File: src/hdl/mtp_pkg.sv
// Shared types, constants and a decode function for the Modbus/TCP header parser.
package mtp_pkg;

    localparam int unsigned MbapHdrLen  = 7;
    localparam logic [15:0] DefaultPort = 16'd502;
    localparam logic [7:0]  FcMask      = 8'h7F;
    localparam logic [7:0]  FcExcBit    = 8'h80;

    // Configuration register indexes (byte address = 4 * index).
    localparam logic REG_SERVICE_PORT = 1'b0;

    // Confidence codes.
    localparam logic [1:0] CONF_NONE  = 2'd0;
    localparam logic [1:0] CONF_MATCH = 2'd1;
    localparam logic [1:0] CONF_PORT  = 2'd2;

    // Detail kinds.
    localparam logic [1:0] DETAIL_NONE  = 2'd0;
    localparam logic [1:0] DETAIL_READ  = 2'd1;
    localparam logic [1:0] DETAIL_WRITE = 2'd2;

    // Header state as it stands after the current byte has been taken in.
    typedef struct packed {
        logic [15:0] byte_count;
        logic [15:0] trans_id;
        logic [15:0] proto_id;
        logic [15:0] decl_len;
        logic [7:0]  unit_id;
        logic [7:0]  func_code;
        logic [31:0] data_head;
    } t_hdr;

    typedef struct packed {
        logic [15:0] qty_or_value;
        logic [15:0] reg_address;
        logic [1:0]  detail_kind;
        logic [7:0]  exception_code;
        logic        exc_code_present;
        logic        is_exception;
        logic        function_known;
        logic [7:0]  func_byte;
        logic [7:0]  unit_id;
        logic [15:0] txn_id;
        logic [1:0]  confidence;
    } t_result;

    // True when the low seven bits are one of the function codes 1-8, 15-17, 20-24 or 43.
    function automatic logic code_is_named(input logic [7:0] fc);
        logic [7:0] c;
        c = fc & FcMask;
        return ((c >= 8'd1)  && (c <= 8'd8))  ||
               ((c >= 8'd15) && (c <= 8'd17)) ||
               ((c >= 8'd20) && (c <= 8'd24)) ||
               (c == 8'd43);
    endfunction

endpackage

File: src/hdl/mtp_capture.sv
// Byte position counter and MBAP header capture registers.
module mtp_capture (
    input  logic             i_clk,
    input  logic             i_rst_n,
    input  logic             i_accept,
    input  logic             i_last,
    input  logic [7:0]       i_byte,
    output mtp_pkg::t_hdr    o_hdr
);

    logic [15:0] r_byte_count;
    logic [15:0] r_trans_id;
    logic [15:0] r_proto_id;
    logic [15:0] r_decl_len;
    logic [7:0]  r_unit_id;
    logic [7:0]  r_func_code;
    logic [31:0] r_data_head;

    mtp_pkg::t_hdr n_hdr;

    // Merge the incoming byte into the header at its position.
    always_comb begin
        n_hdr.byte_count = (r_byte_count == 16'hFFFF) ? r_byte_count : r_byte_count + 16'd1;
        n_hdr.trans_id   = r_trans_id;
        n_hdr.proto_id   = r_proto_id;
        n_hdr.decl_len   = r_decl_len;
        n_hdr.unit_id    = r_unit_id;
        n_hdr.func_code  = r_func_code;
        n_hdr.data_head  = r_data_head;
        unique case (r_byte_count)
            16'd0:   n_hdr.trans_id[15:8]  = i_byte;
            16'd1:   n_hdr.trans_id[7:0]   = i_byte;
            16'd2:   n_hdr.proto_id[15:8]  = i_byte;
            16'd3:   n_hdr.proto_id[7:0]   = i_byte;
            16'd4:   n_hdr.decl_len[15:8]  = i_byte;
            16'd5:   n_hdr.decl_len[7:0]   = i_byte;
            16'd6:   n_hdr.unit_id         = i_byte;
            16'd7:   n_hdr.func_code       = i_byte;
            16'd8:   n_hdr.data_head[31:24] = i_byte;
            16'd9:   n_hdr.data_head[23:16] = i_byte;
            16'd10:  n_hdr.data_head[15:8]  = i_byte;
            16'd11:  n_hdr.data_head[7:0]   = i_byte;
            default: ;
        endcase
    end

    assign o_hdr = n_hdr;

    always_ff @(posedge i_clk) begin
        if (!i_rst_n || (i_accept && i_last)) begin
            r_byte_count <= '0;
            r_trans_id   <= '0;
            r_proto_id   <= '0;
            r_decl_len   <= '0;
            r_unit_id    <= '0;
            r_func_code  <= '0;
            r_data_head  <= '0;
        end else if (i_accept) begin
            r_byte_count <= n_hdr.byte_count;
            r_trans_id   <= n_hdr.trans_id;
            r_proto_id   <= n_hdr.proto_id;
            r_decl_len   <= n_hdr.decl_len;
            r_unit_id    <= n_hdr.unit_id;
            r_func_code  <= n_hdr.func_code;
            r_data_head  <= n_hdr.data_head;
        end
    end

endmodule

File: src/hdl/mtp_classify.sv
// Packet acceptance check and function code decode for one finished payload.
module mtp_classify (
    input  mtp_pkg::t_hdr    i_hdr,
    input  logic [15:0]      i_dest_port,
    input  logic             i_is_tcp,
    input  logic [15:0]      i_service_port,
    output mtp_pkg::t_result o_result
);

    logic        valid_pkt;
    logic        has_data1;
    logic        has_data4;
    logic        exc;
    logic [16:0] frame_end;

    always_comb begin
        frame_end = {1'b0, i_hdr.decl_len} + 17'(mtp_pkg::MbapHdrLen - 1);
        valid_pkt = i_is_tcp &&
                    (i_hdr.byte_count >= 16'(mtp_pkg::MbapHdrLen + 1)) &&
                    (i_hdr.proto_id == 16'd0) &&
                    (i_hdr.decl_len >= 16'd2) &&
                    (frame_end <= {1'b0, i_hdr.byte_count});
        // Data length is min(decl_len - 2, byte_count - 8); test its two thresholds.
        has_data1 = (i_hdr.decl_len >= 16'd3) && (i_hdr.byte_count >= 16'd9);
        has_data4 = (i_hdr.decl_len >= 16'd6) && (i_hdr.byte_count >= 16'd12);
        exc       = (i_hdr.func_code & mtp_pkg::FcExcBit) != 8'd0;

        o_result = '0;
        if (valid_pkt) begin
            o_result.confidence     = (i_dest_port == i_service_port) ?
                                      mtp_pkg::CONF_PORT : mtp_pkg::CONF_MATCH;
            o_result.txn_id         = i_hdr.trans_id;
            o_result.unit_id        = i_hdr.unit_id;
            o_result.func_byte      = i_hdr.func_code;
            o_result.function_known = mtp_pkg::code_is_named(i_hdr.func_code);
            o_result.is_exception   = exc;
            if (exc) begin
                if (has_data1) begin
                    o_result.exc_code_present = 1'b1;
                    o_result.exception_code   = i_hdr.data_head[31:24];
                end
            end else if (has_data4) begin
                if ((i_hdr.func_code >= 8'd1) && (i_hdr.func_code <= 8'd4)) begin
                    o_result.detail_kind = mtp_pkg::DETAIL_READ;
                end else if ((i_hdr.func_code == 8'd5) || (i_hdr.func_code == 8'd6)) begin
                    o_result.detail_kind = mtp_pkg::DETAIL_WRITE;
                end
                if (o_result.detail_kind != mtp_pkg::DETAIL_NONE) begin
                    o_result.reg_address  = i_hdr.data_head[31:16];
                    o_result.qty_or_value = i_hdr.data_head[15:0];
                end
            end
        end
    end

endmodule

File: src/hdl/modbus_tcp_header_parser.sv
// Top level of the Modbus/TCP MBAP header parser: handshakes, register port, result register.
//
// The parser takes a TCP payload one byte per transaction on the slave stream and,
// on the transaction marked tlast, gives one result transaction on the master stream.
// Bytes are taken at one per clock cycle while tready is high, with no gaps between packets;
// the result of a packet is in the output register in the cycle after its last byte is
// accepted. The only thing that holds the input back is the single output register: while
// it holds a result that the downstream side does not take, tready is low. A packet counts as
// Modbus/TCP when it is TCP, at least eight bytes long, has protocol id zero and a
// declared length of at least two that fits in the payload; confidence is then high when
// the destination port equals the service_port register (byte address 0, reset 502) and
// medium otherwise. A rejected packet gives a result with every field zero. Byte counts
// saturate at 65535; bytes past the first four data bytes are only counted. The
// service_port register should be written only while no packet is in flight.
module modbus_tcp_header_parser (
    input  logic        i_clk,
    input  logic        i_rst_n,
    // Slave stream: one payload byte per transaction.
    input  logic        i_s_axis_tvalid,
    output logic        o_s_axis_tready,
    input  logic [23:0] i_s_axis_tdata,   // [7:0] data_byte, [23:8] dest_port
    input  logic        i_s_axis_tlast,   // last_byte
    input  logic        i_s_axis_tuser,   // [0] is_tcp
    // Master stream: one result per packet.
    output logic        o_m_axis_tvalid,
    input  logic        i_m_axis_tready,
    // [1:0] confidence, [17:2] txn_id, [25:18] unit_id, [33:26] func_byte,
    // [34] function_known, [35] is_exception, [36] exc_code_present,
    // [44:37] exception_code, [60:45] reg_address, [76:61] qty_or_value, [79:77] zero
    output logic [79:0] o_m_axis_tdata,
    output logic [1:0]  o_m_axis_tuser,   // [1:0] detail_kind
    // Register port.
    input  logic        i_psel,
    input  logic        i_penable,
    input  logic        i_pwrite,
    input  logic        i_paddr,
    input  logic [31:0] i_pwdata,
    output logic [31:0] o_prdata,
    output logic        o_pready
);

    logic              s_accept;
    logic              last_accept;
    logic [15:0]       r_service_port;
    logic              r_out_valid;
    mtp_pkg::t_result  r_out;
    mtp_pkg::t_hdr     hdr;
    mtp_pkg::t_result  result;

    assign o_s_axis_tready = !r_out_valid || i_m_axis_tready;
    assign s_accept        = i_s_axis_tvalid && o_s_axis_tready;
    assign last_accept     = s_accept && i_s_axis_tlast;

    // Register port: zero wait states, one register.
    assign o_pready = 1'b1;
    assign o_prdata = (i_paddr == mtp_pkg::REG_SERVICE_PORT) ? {16'd0, r_service_port} : 32'd0;

    always_ff @(posedge i_clk) begin
        if (!i_rst_n) begin
            r_service_port <= mtp_pkg::DefaultPort;
        end else if (i_psel && i_penable && i_pwrite && o_pready &&
                     (i_paddr == mtp_pkg::REG_SERVICE_PORT)) begin
            r_service_port <= i_pwdata[15:0];
        end
    end

    mtp_capture u_capture (
        .i_clk    (i_clk),
        .i_rst_n  (i_rst_n),
        .i_accept (s_accept),
        .i_last   (i_s_axis_tlast),
        .i_byte   (i_s_axis_tdata[7:0]),
        .o_hdr    (hdr)
    );

    mtp_classify u_classify (
        .i_hdr          (hdr),
        .i_dest_port    (i_s_axis_tdata[23:8]),
        .i_is_tcp       (i_s_axis_tuser),
        .i_service_port (r_service_port),
        .o_result       (result)
    );

    // Result register: loaded on the last byte, freed when the downstream side takes it.
    always_ff @(posedge i_clk) begin
        if (!i_rst_n) begin
            r_out_valid <= 1'b0;
        end else if (last_accept) begin
            r_out_valid <= 1'b1;
        end else if (i_m_axis_tready) begin
            r_out_valid <= 1'b0;
        end
    end

    always_ff @(posedge i_clk) begin
        if (last_accept) begin
            r_out <= result;
        end
    end

    assign o_m_axis_tvalid = r_out_valid;
    assign o_m_axis_tuser  = r_out.detail_kind;
    assign o_m_axis_tdata  = {3'd0,
                              r_out.qty_or_value,
                              r_out.reg_address,
                              r_out.exception_code,
                              r_out.exc_code_present,
                              r_out.is_exception,
                              r_out.function_known,
                              r_out.func_byte,
                              r_out.unit_id,
                              r_out.txn_id,
                              r_out.confidence};

endmodule

File: config.mk
export PLATFORM = sky130hd
export DESIGN_NAME = modbus_tcp_header_parser
export DESIGN_NICKNAME = d
export VERILOG_FILES = /design/src/hdl/mtp_pkg.sv /design/src/hdl/mtp_capture.sv /design/src/hdl/mtp_classify.sv /design/src/hdl/modbus_tcp_header_parser.sv
export SDC_FILE = /design/constraint.sdc
export NUM_CORES = 1
export LEC_CHECK = 0
export BUFFER_PORTS_ARGS = -buffer_cell sky130_fd_sc_hd__buf_2
export CORE_ASPECT_RATIO = 2
export CORE_MARGIN = 4
export CORE_UTILIZATION = 51
export CTS_CLUSTER_DIAMETER = 120
export DETAILED_ROUTE_END_ITERATION = 7
export PLACE_DENSITY_LB_ADDON = 0.15
export SLEW_MARGIN = 40
export SYNTH_ARGS = -nofsm -noshare
export SYNTH_HDL_FRONTEND = slang
export SYNTH_SLANG_ARGS = --single-unit
File: constraint.sdc
create_clock -name i_clk -period 5.2 [get_ports i_clk]
set_input_delay 0.52 -clock i_clk [delete_from_list [all_inputs] [get_ports i_clk]]
set_output_delay 0.52 -clock i_clk [all_outputs]
set_load 0.01 [all_outputs]
Yosys cells after proc, flatten, opt, wreduce, memory -nomap -nowiden

Cells that the tools add are included.

Register bits after elaboration: 208

Equal/unequal tests: 16
Add/subtract/negate cells: 2
$lt $le $gt $ge: 15
Reduce and logical (&&, ||, !) cells: 31
Muxes and demuxes: 23
Bitwise logic cells: 4

Operator list:

| kind                  | number |
|---|---|
| $mux 8                | 12 |
| $eq 16x3->1 const B   | 4 |
| $eq 16x4->1 const B   | 4 |
| $ge 16x4->1 const B   | 3 |
| $eq 16x2->1 const B   | 2 |
| $ge 16x2->1 const B   | 2 |
| $logic_not 16->1      | 2 |
| $mux 16               | 2 |
| $add 16x3->17 const B | 1 |
| $le 17x16->1          | 1 |
| $add 16x1->16 const B | 1 |
| $eq 16x1->1 const B   | 1 |
| $eq 16x16->1          | 1 |
| $eq 16x16->1 const B  | 1 |
| $eq 8x3->1 const B    | 2 |
| $ge 16x3->1 const B   | 1 |
| $logic_and 1x1->1     | 15 |
| $le 7x5->1 const B    | 2 |
| $mux 2                | 6 |
| $ge 8x1->1 const B    | 1 |
| $le 8x3->1 const B    | 1 |
| $eq 7x6->1 const B    | 1 |
| $ge 7x1->1 const B    | 1 |
| $ge 7x4->1 const B    | 1 |
| other kinds (11)      | 23 |

Depth between registers and ports, before layout

Depth in word-level cells: 12
Gate-level depth with buffers: 21

Modules after synthesis

From an unflattened synthesis, not the netlist that was laid out.

Cell total of the unflattened synthesis: 1,119
Area total of the unflattened synthesis: 11,883.9 um^2

Modules (own cells, without submodules):

| module                   | area each (um^2) | instances | cells an instance |
|---|---|---|---|
| mtp_capture              | 6,241.0          | 1         | 625 |
| modbus_tcp_header_parser | 3,387.0          | 1         | 194 |
| mtp_classify             | 2,255.9          | 1         | 300 |

Worst setup path after synthesis

OpenSTA, ideal clock, no wires.

Kind: register to register
From: register u_capture.r_byte_count[1]
To: register r_out (netlist bit o_m_axis_tdata[39]) (data pin)
Path slack: 0.178 ns
Clock period less this slack: 5.022 ns
Cell stages (with the launch flop): 22
Arrival: 4.852 ns
Buffers on the path: 3
Required time: 5.030 ns
Setup time: 0.170 ns
Path through: dfxtp_1 > inv_1 > ha_1 > clkbuf_1 > nor4b_1 > and4_1 > buf_2 > mux2i_1 > ha_1 > a21o_1 > nor3_1 > xnor2_1 > mux2i_1 > ha_1 > and3_1 > a211oi_1 > o21ai_0 > or4_1 > a2111oi_4 > o221ai_2 > buf_2 > nor4b_2

Word-level cells in the longest chain between the ends: 8
Elaborated cells on any way between the ends: 28

Ends and longest elaborated chain:

| element                                               | RTL line                       | source |
|---|---|---|
| from (decl)                                           | mtp_capture.sv:11              | `logic [15:0] r_byte_count;` |
| from (signal assigned)                                | mtp_capture.sv:59              | `r_byte_count <= n_hdr.byte_count;` |
| branches (longest 8 deep; another with $add 16x3->17) | -                              |  |
| to (signal assigned)                                  | modbus_tcp_header_parser.sv:97 | `r_out <= result;` |
| to (decl)                                             | modbus_tcp_header_parser.sv:46 | `mtp_pkg::t_result r_out;` |

Several ways; the timed one is not identified.
A chain may end at the register's enable or synchronous reset.

Final worst setup path

From: register u_capture.r_byte_count[1]
To: register r_out (netlist bit o_m_axis_tdata[37]) (data pin)

Same word-level chain as after synthesis.

==> flow_summary.toml <==
[hold_path]
min_from = "i_pwdata[4]"
whs_path_depth = 3
hold_path_class = "input pin to flop"
hold_path_end = "r_service_port[4]"

[yosys]
synth_compound_gate_area_share = 0.0825
synthArstFlopShare = 0
synth_edf_count = 78
synthesized_area_fraction_occupied_by_xor_and_xnor_cells = 0.0461
synth_largest_type_area_fraction = 0.238
flip_flop_and_latch_count_after_synthesis = 207
yosys_most_used_dff = "sky130_fd_sc_hd__dfxtp_1"
yosysTopAreaCell = "sky130_fd_sc_hd__dfxtp_1"
synth-seq-area-share = 0.454
post_synth.cell_area_avg_um2 = 8.93
synth_top_family_by_area = "simple AND/OR/NAND/NOR gates"
ys_top_cells_by_area = "sky130_fd_sc_hd__dfxtp_1 24%, sky130_fd_sc_hd__edfxtp_1 22%, sky130_fd_sc_hd__mux2i_1 9.9%, sky130_fd_sc_hd__nand2_1 6.3%, sky130_fd_sc_hd__nor2_1 5.2%"
post_synth_and_or_nand_nor_area_fraction = 0.238
synth.lib_cells_used.distinct = 54
yosys-mux-area-fraction = 0.104
syn-instance-count = 1214
syn-cell-area_um2 = 10800
yosys_warnings = 0
synth-adder-area-share = 0.0242

[pwr]
netSwitchingFraction = 0.255
sequentialPowerShare = 0.506
clock_power_share = 0.387
power.net_switching_mw = 0.875
power.combinational.fraction = 0.107
worst_ir_drop_vdd_v = 0.000224
pleak_nw = 5.19
p_int_mw = 2.55
power_density_normalized_to_cell_area_nw_per_um2 = 267
total_power_mw = 3.43

[floorplan]
die_area_um2 = 23800
floorplan.core_area_um2 = 20900
die_y_um = 214
die_w_um = 111
start_util = 0.518
row_count = 75
boundaryPins = 183

[layout]
multi_input_combinational_cell_area_um2 = 5590
fin_cells = 1640
nets = 1446
flow.area_growth_from_synthesis_pct = 18.2
antenna-diode-count = 0
fillers = 1867
final-seq-area_um2 = 4920
final_layout_size_suffix_gt1_frac = 0.212

[drt]
route.detailed.wl_per_inst_um = 18.4
wl_um = 30100
via_per_inst = 5.62
dr.pass1.iters = 5
drt_first_iter_violations = 542
drtAntennaViolNets = 0
dr_total_vias = 9210
remaining_drc_errors = 0

[sta]
tightest_slew_ps = 1240
clock-skew-final_ps = 25.6
finalSetupViolCount = 0
finalMaxSlewViolations = 0
timing.fmax_ghz = 0.201
grt_setup_unrepaired = "false"
timing.max_slew.rel_slack = 0.171
min_period_over_period = 0.957
final_hold_viol_count = 0
setup_total_negative_slack_ps = 0
timing.final.crit_period_ps = 4970
worst_hold_slack_ps = 226

[worst_setup_path]
worst_setup_path_end_kind = "flop"
critical_path.reg2reg.endpoint = "o_m_axis_tdata[37]"
combined_buffer_and_inverter_count_along_the_critical_path = 4
r2r-start = "u_capture.r_byte_count[1]"
critical_path_cell_sequence = "inv_1 > ha_1 > nor4b_2 > and4_4 > buf_4 > or3_1 > a21o_1 > nor3_2 > xnor2_1 > mux2i_1 > ha_1 > and3_1 > a211oi_2 > o21ai_1 > or4_4 > a2111oi_4 > buf_4 > o221ai_4 > clkbuf_16 > nor4b_4"
arrival_ps = 5310
critPathLaunch = "u_capture.r_byte_count[1]"
cells_on_worst_reg2reg_path = 20
cpPeakStageDelay_ps = 550
crit_path_start_kind = "flop"
path_class = "flop to flop"
worst_ep_required_time_ps = 5530
crit_fanout = 7
critPathSlowestCell = "sky130_fd_sc_hd__or4_4"
cpLargestDelayFamily = "simple AND/OR/NAND/NOR gates"
ff2ff_setup_slack_ps = 230

[clock_tree]
clockRootBuffer = "sky130_fd_sc_hd__clkbuf_16"
cts_tree = "built"
cts-hold-fix-buffers = 0
clk-insertion-delay-late_ps = 510
number_of_h_tree_branching_levels = 1
cts-root-to-sink-buffers = 3
cts.reportedPaths.clkPinSlew_ps = 70
cts.sinks = 207
num_cts_buffers = 19

[grt]
global_route.usage.met2 = 0.472
grt_start_max_net_pins = 58
antenna_found_initial = 0
gr-total-overflow = 0
grtUsageMet3 = 0.0325
global_route.peak_usage_layer = "met2"
vias_in_the_first_global_route = 9110
grtUsageTotal = 0.244
gr-usage-met1 = 0.258
grt_first_pass_wirelength_um = 47200

[placement]
numPortBuffers = 146
place.gp.congestion = 0.919
hpwlAfterDp_um = 21200
post-place-cells = 1603

[run]
maxCapViolCount = 0

[outcome]
run_status = "finished clean"
[synth_stat cells, drive strengths merged, types with 2 or more instances]
cell type,n
o211a,2
nand4,18
a211oi,13
edfxtp,78
o21ai,16
a21oi,84
o31ai,2
nor2,149
xor2,20
nand2,181
inv,10
clkbuf,81
nor3,25
nor2b,21
a21o,3
nand3,71
ha,21
a21boi,11
or2,4
nand2b,4
or4,5
a31oi,6
xnor2,37
mux2i,107
mux2,5
o2111ai,3
and3,15
a2111oi,2
and4,3
conb,2
dfxtp,129
and2,7
o211ai,2
or3,5
nor4b,14
nor4,18
buf,30
o2bb2ai,2
[power groups by stage]
stage	Sequential, mW	Clock [mW]	Combinational [mW]
floorplan	1.78	0	0.224
finish	1.73	1.33	0.367
global route	1.74	1.42	0.398
CTS	1.73	1.35	0.359
global placement	1.77	0	0.355
detailed placement	1.77	0	0.358
[cell families after synthesis]
family / count (synthesis)
simple gates: 546
mux: 112
buf+inv: 121
fa+ha+maj: 21
compound gates: 148
xor+xnor: 57
flops: 207
other cells: 2
[layer usage]
layer / up-vias / share of wire
met5: - / 0
met4: 0 / 0.041
met3: 74 / 0.049
met2: 274 / 0.55
met1: 4382 / 0.36
li1: 4480 / -
[how the worst max path moves through the flow]
stage / endpoint / slack (ps) / depth (start not counted)
4_1_cts: o_m_axis_tdata[38] / 20 / 20
3_5_place_dp: o_m_axis_tdata[38] / 20 / 20
3_3_place_gp: o_m_axis_tdata[38] / 130 / 21
2_1_floorplan: o_m_axis_tdata[39] / 180 / 21
6_report: o_m_axis_tdata[37] / 230 / 20
5_1_grt: o_m_axis_tdata[41] / 4 / 19
[worst register-to-register path, delay by kind of cell, from the launching register on]
family          cells  cell delay [ps]
flops               1              330
fa+ha+maj           2              540
compound gates      5             1020
xor+xnor            1              150
simple gates        7             1970
buf+inv             4              670
mux                 1              120
[metrics by stage]
stage / instance area [um^2] / utilization / worst slack, ps
after global routing: 12800 / 0.612 / 3.81
after global placement: 12000 / 0.576 / 130
after detailed placement: 12100 / 0.576 / 20.3
after floorplan: 10900 / - / 178
after CTS: 12600 / 0.603 / 15.9
final: 12800 / 0.612 / 225
[registers in the layout (all words and copies together) (netlist names)]
register	cells
u_capture.r_unit_id	8
u_capture.r_data_head	32
o_m_axis_tdata	76
u_capture.r_proto_id	16
o_m_axis_tvalid	1
u_capture.r_byte_count	16
r_service_port	16
u_capture.r_func_code	8
o_m_axis_tuser	2
u_capture.r_trans_id	16
u_capture.r_decl_len	16
[layout by cell type (no fill, tap or decap), types with 6 or more instances in the layout]
master | netlist | routed
sky130_fd_sc_hd__nand4_1 | 18 | 18
sky130_fd_sc_hd__and2_1 | 6 | 6
sky130_fd_sc_hd__a31oi_1 | 6 | 6
sky130_fd_sc_hd__a21oi_1 | 84 | 79
sky130_fd_sc_hd__a211oi_1 | 13 | 11
sky130_fd_sc_hd__dfxtp_1 | 129 | 129
sky130_fd_sc_hd__buf_2 | 6 | 146
sky130_fd_sc_hd__xnor2_1 | 37 | 37
sky130_fd_sc_hd__inv_1 | 10 | 9
sky130_fd_sc_hd__edfxtp_1 | 78 | 78
sky130_fd_sc_hd__and3_1 | 15 | 15
sky130_fd_sc_hd__nor4_1 | 17 | 17
sky130_fd_sc_hd__nor2_1 | 149 | 149
sky130_fd_sc_hd__o21ai_0 | 16 | 15
sky130_fd_sc_hd__mux2i_1 | 107 | 106
sky130_fd_sc_hd__clkbuf_16 | 0 | 21
sky130_fd_sc_hd__xor2_1 | 20 | 20
sky130_fd_sc_hd__nor2b_1 | 21 | 21
sky130_fd_sc_hd__conb_1 | 2 | 20
sky130_fd_sc_hd__nor3_1 | 24 | 21
sky130_fd_sc_hd__clkinv_2 | 0 | 8
sky130_fd_sc_hd__buf_4 | 21 | 64
sky130_fd_sc_hd__nand2_1 | 181 | 180
sky130_fd_sc_hd__a21boi_0 | 11 | 11
sky130_fd_sc_hd__ha_1 | 21 | 20
sky130_fd_sc_hd__nand3_1 | 71 | 70
[layout make-up]
cell class | instances | share of cell area
Clock buffer | 23 | 0.0398
Tap cell | 269 | 0.0263
Timing Repair Buffer | 217 | 0.106
Sequential cell | 207 | 0.384
Inverter | 10 | 0.00293
Clock inverter | 10 | 0.00430
Multi-Input combinational cell | 904 | 0.437
[what timing repair did]
action	CTS	global route
gates cloned	0	3
gates resized for setup	1	24
setup buffers	0	1
pin swaps	0	5
endpoints found under the setup margin	3	78
No activity file was read; power rests on OpenSTA's default activity.
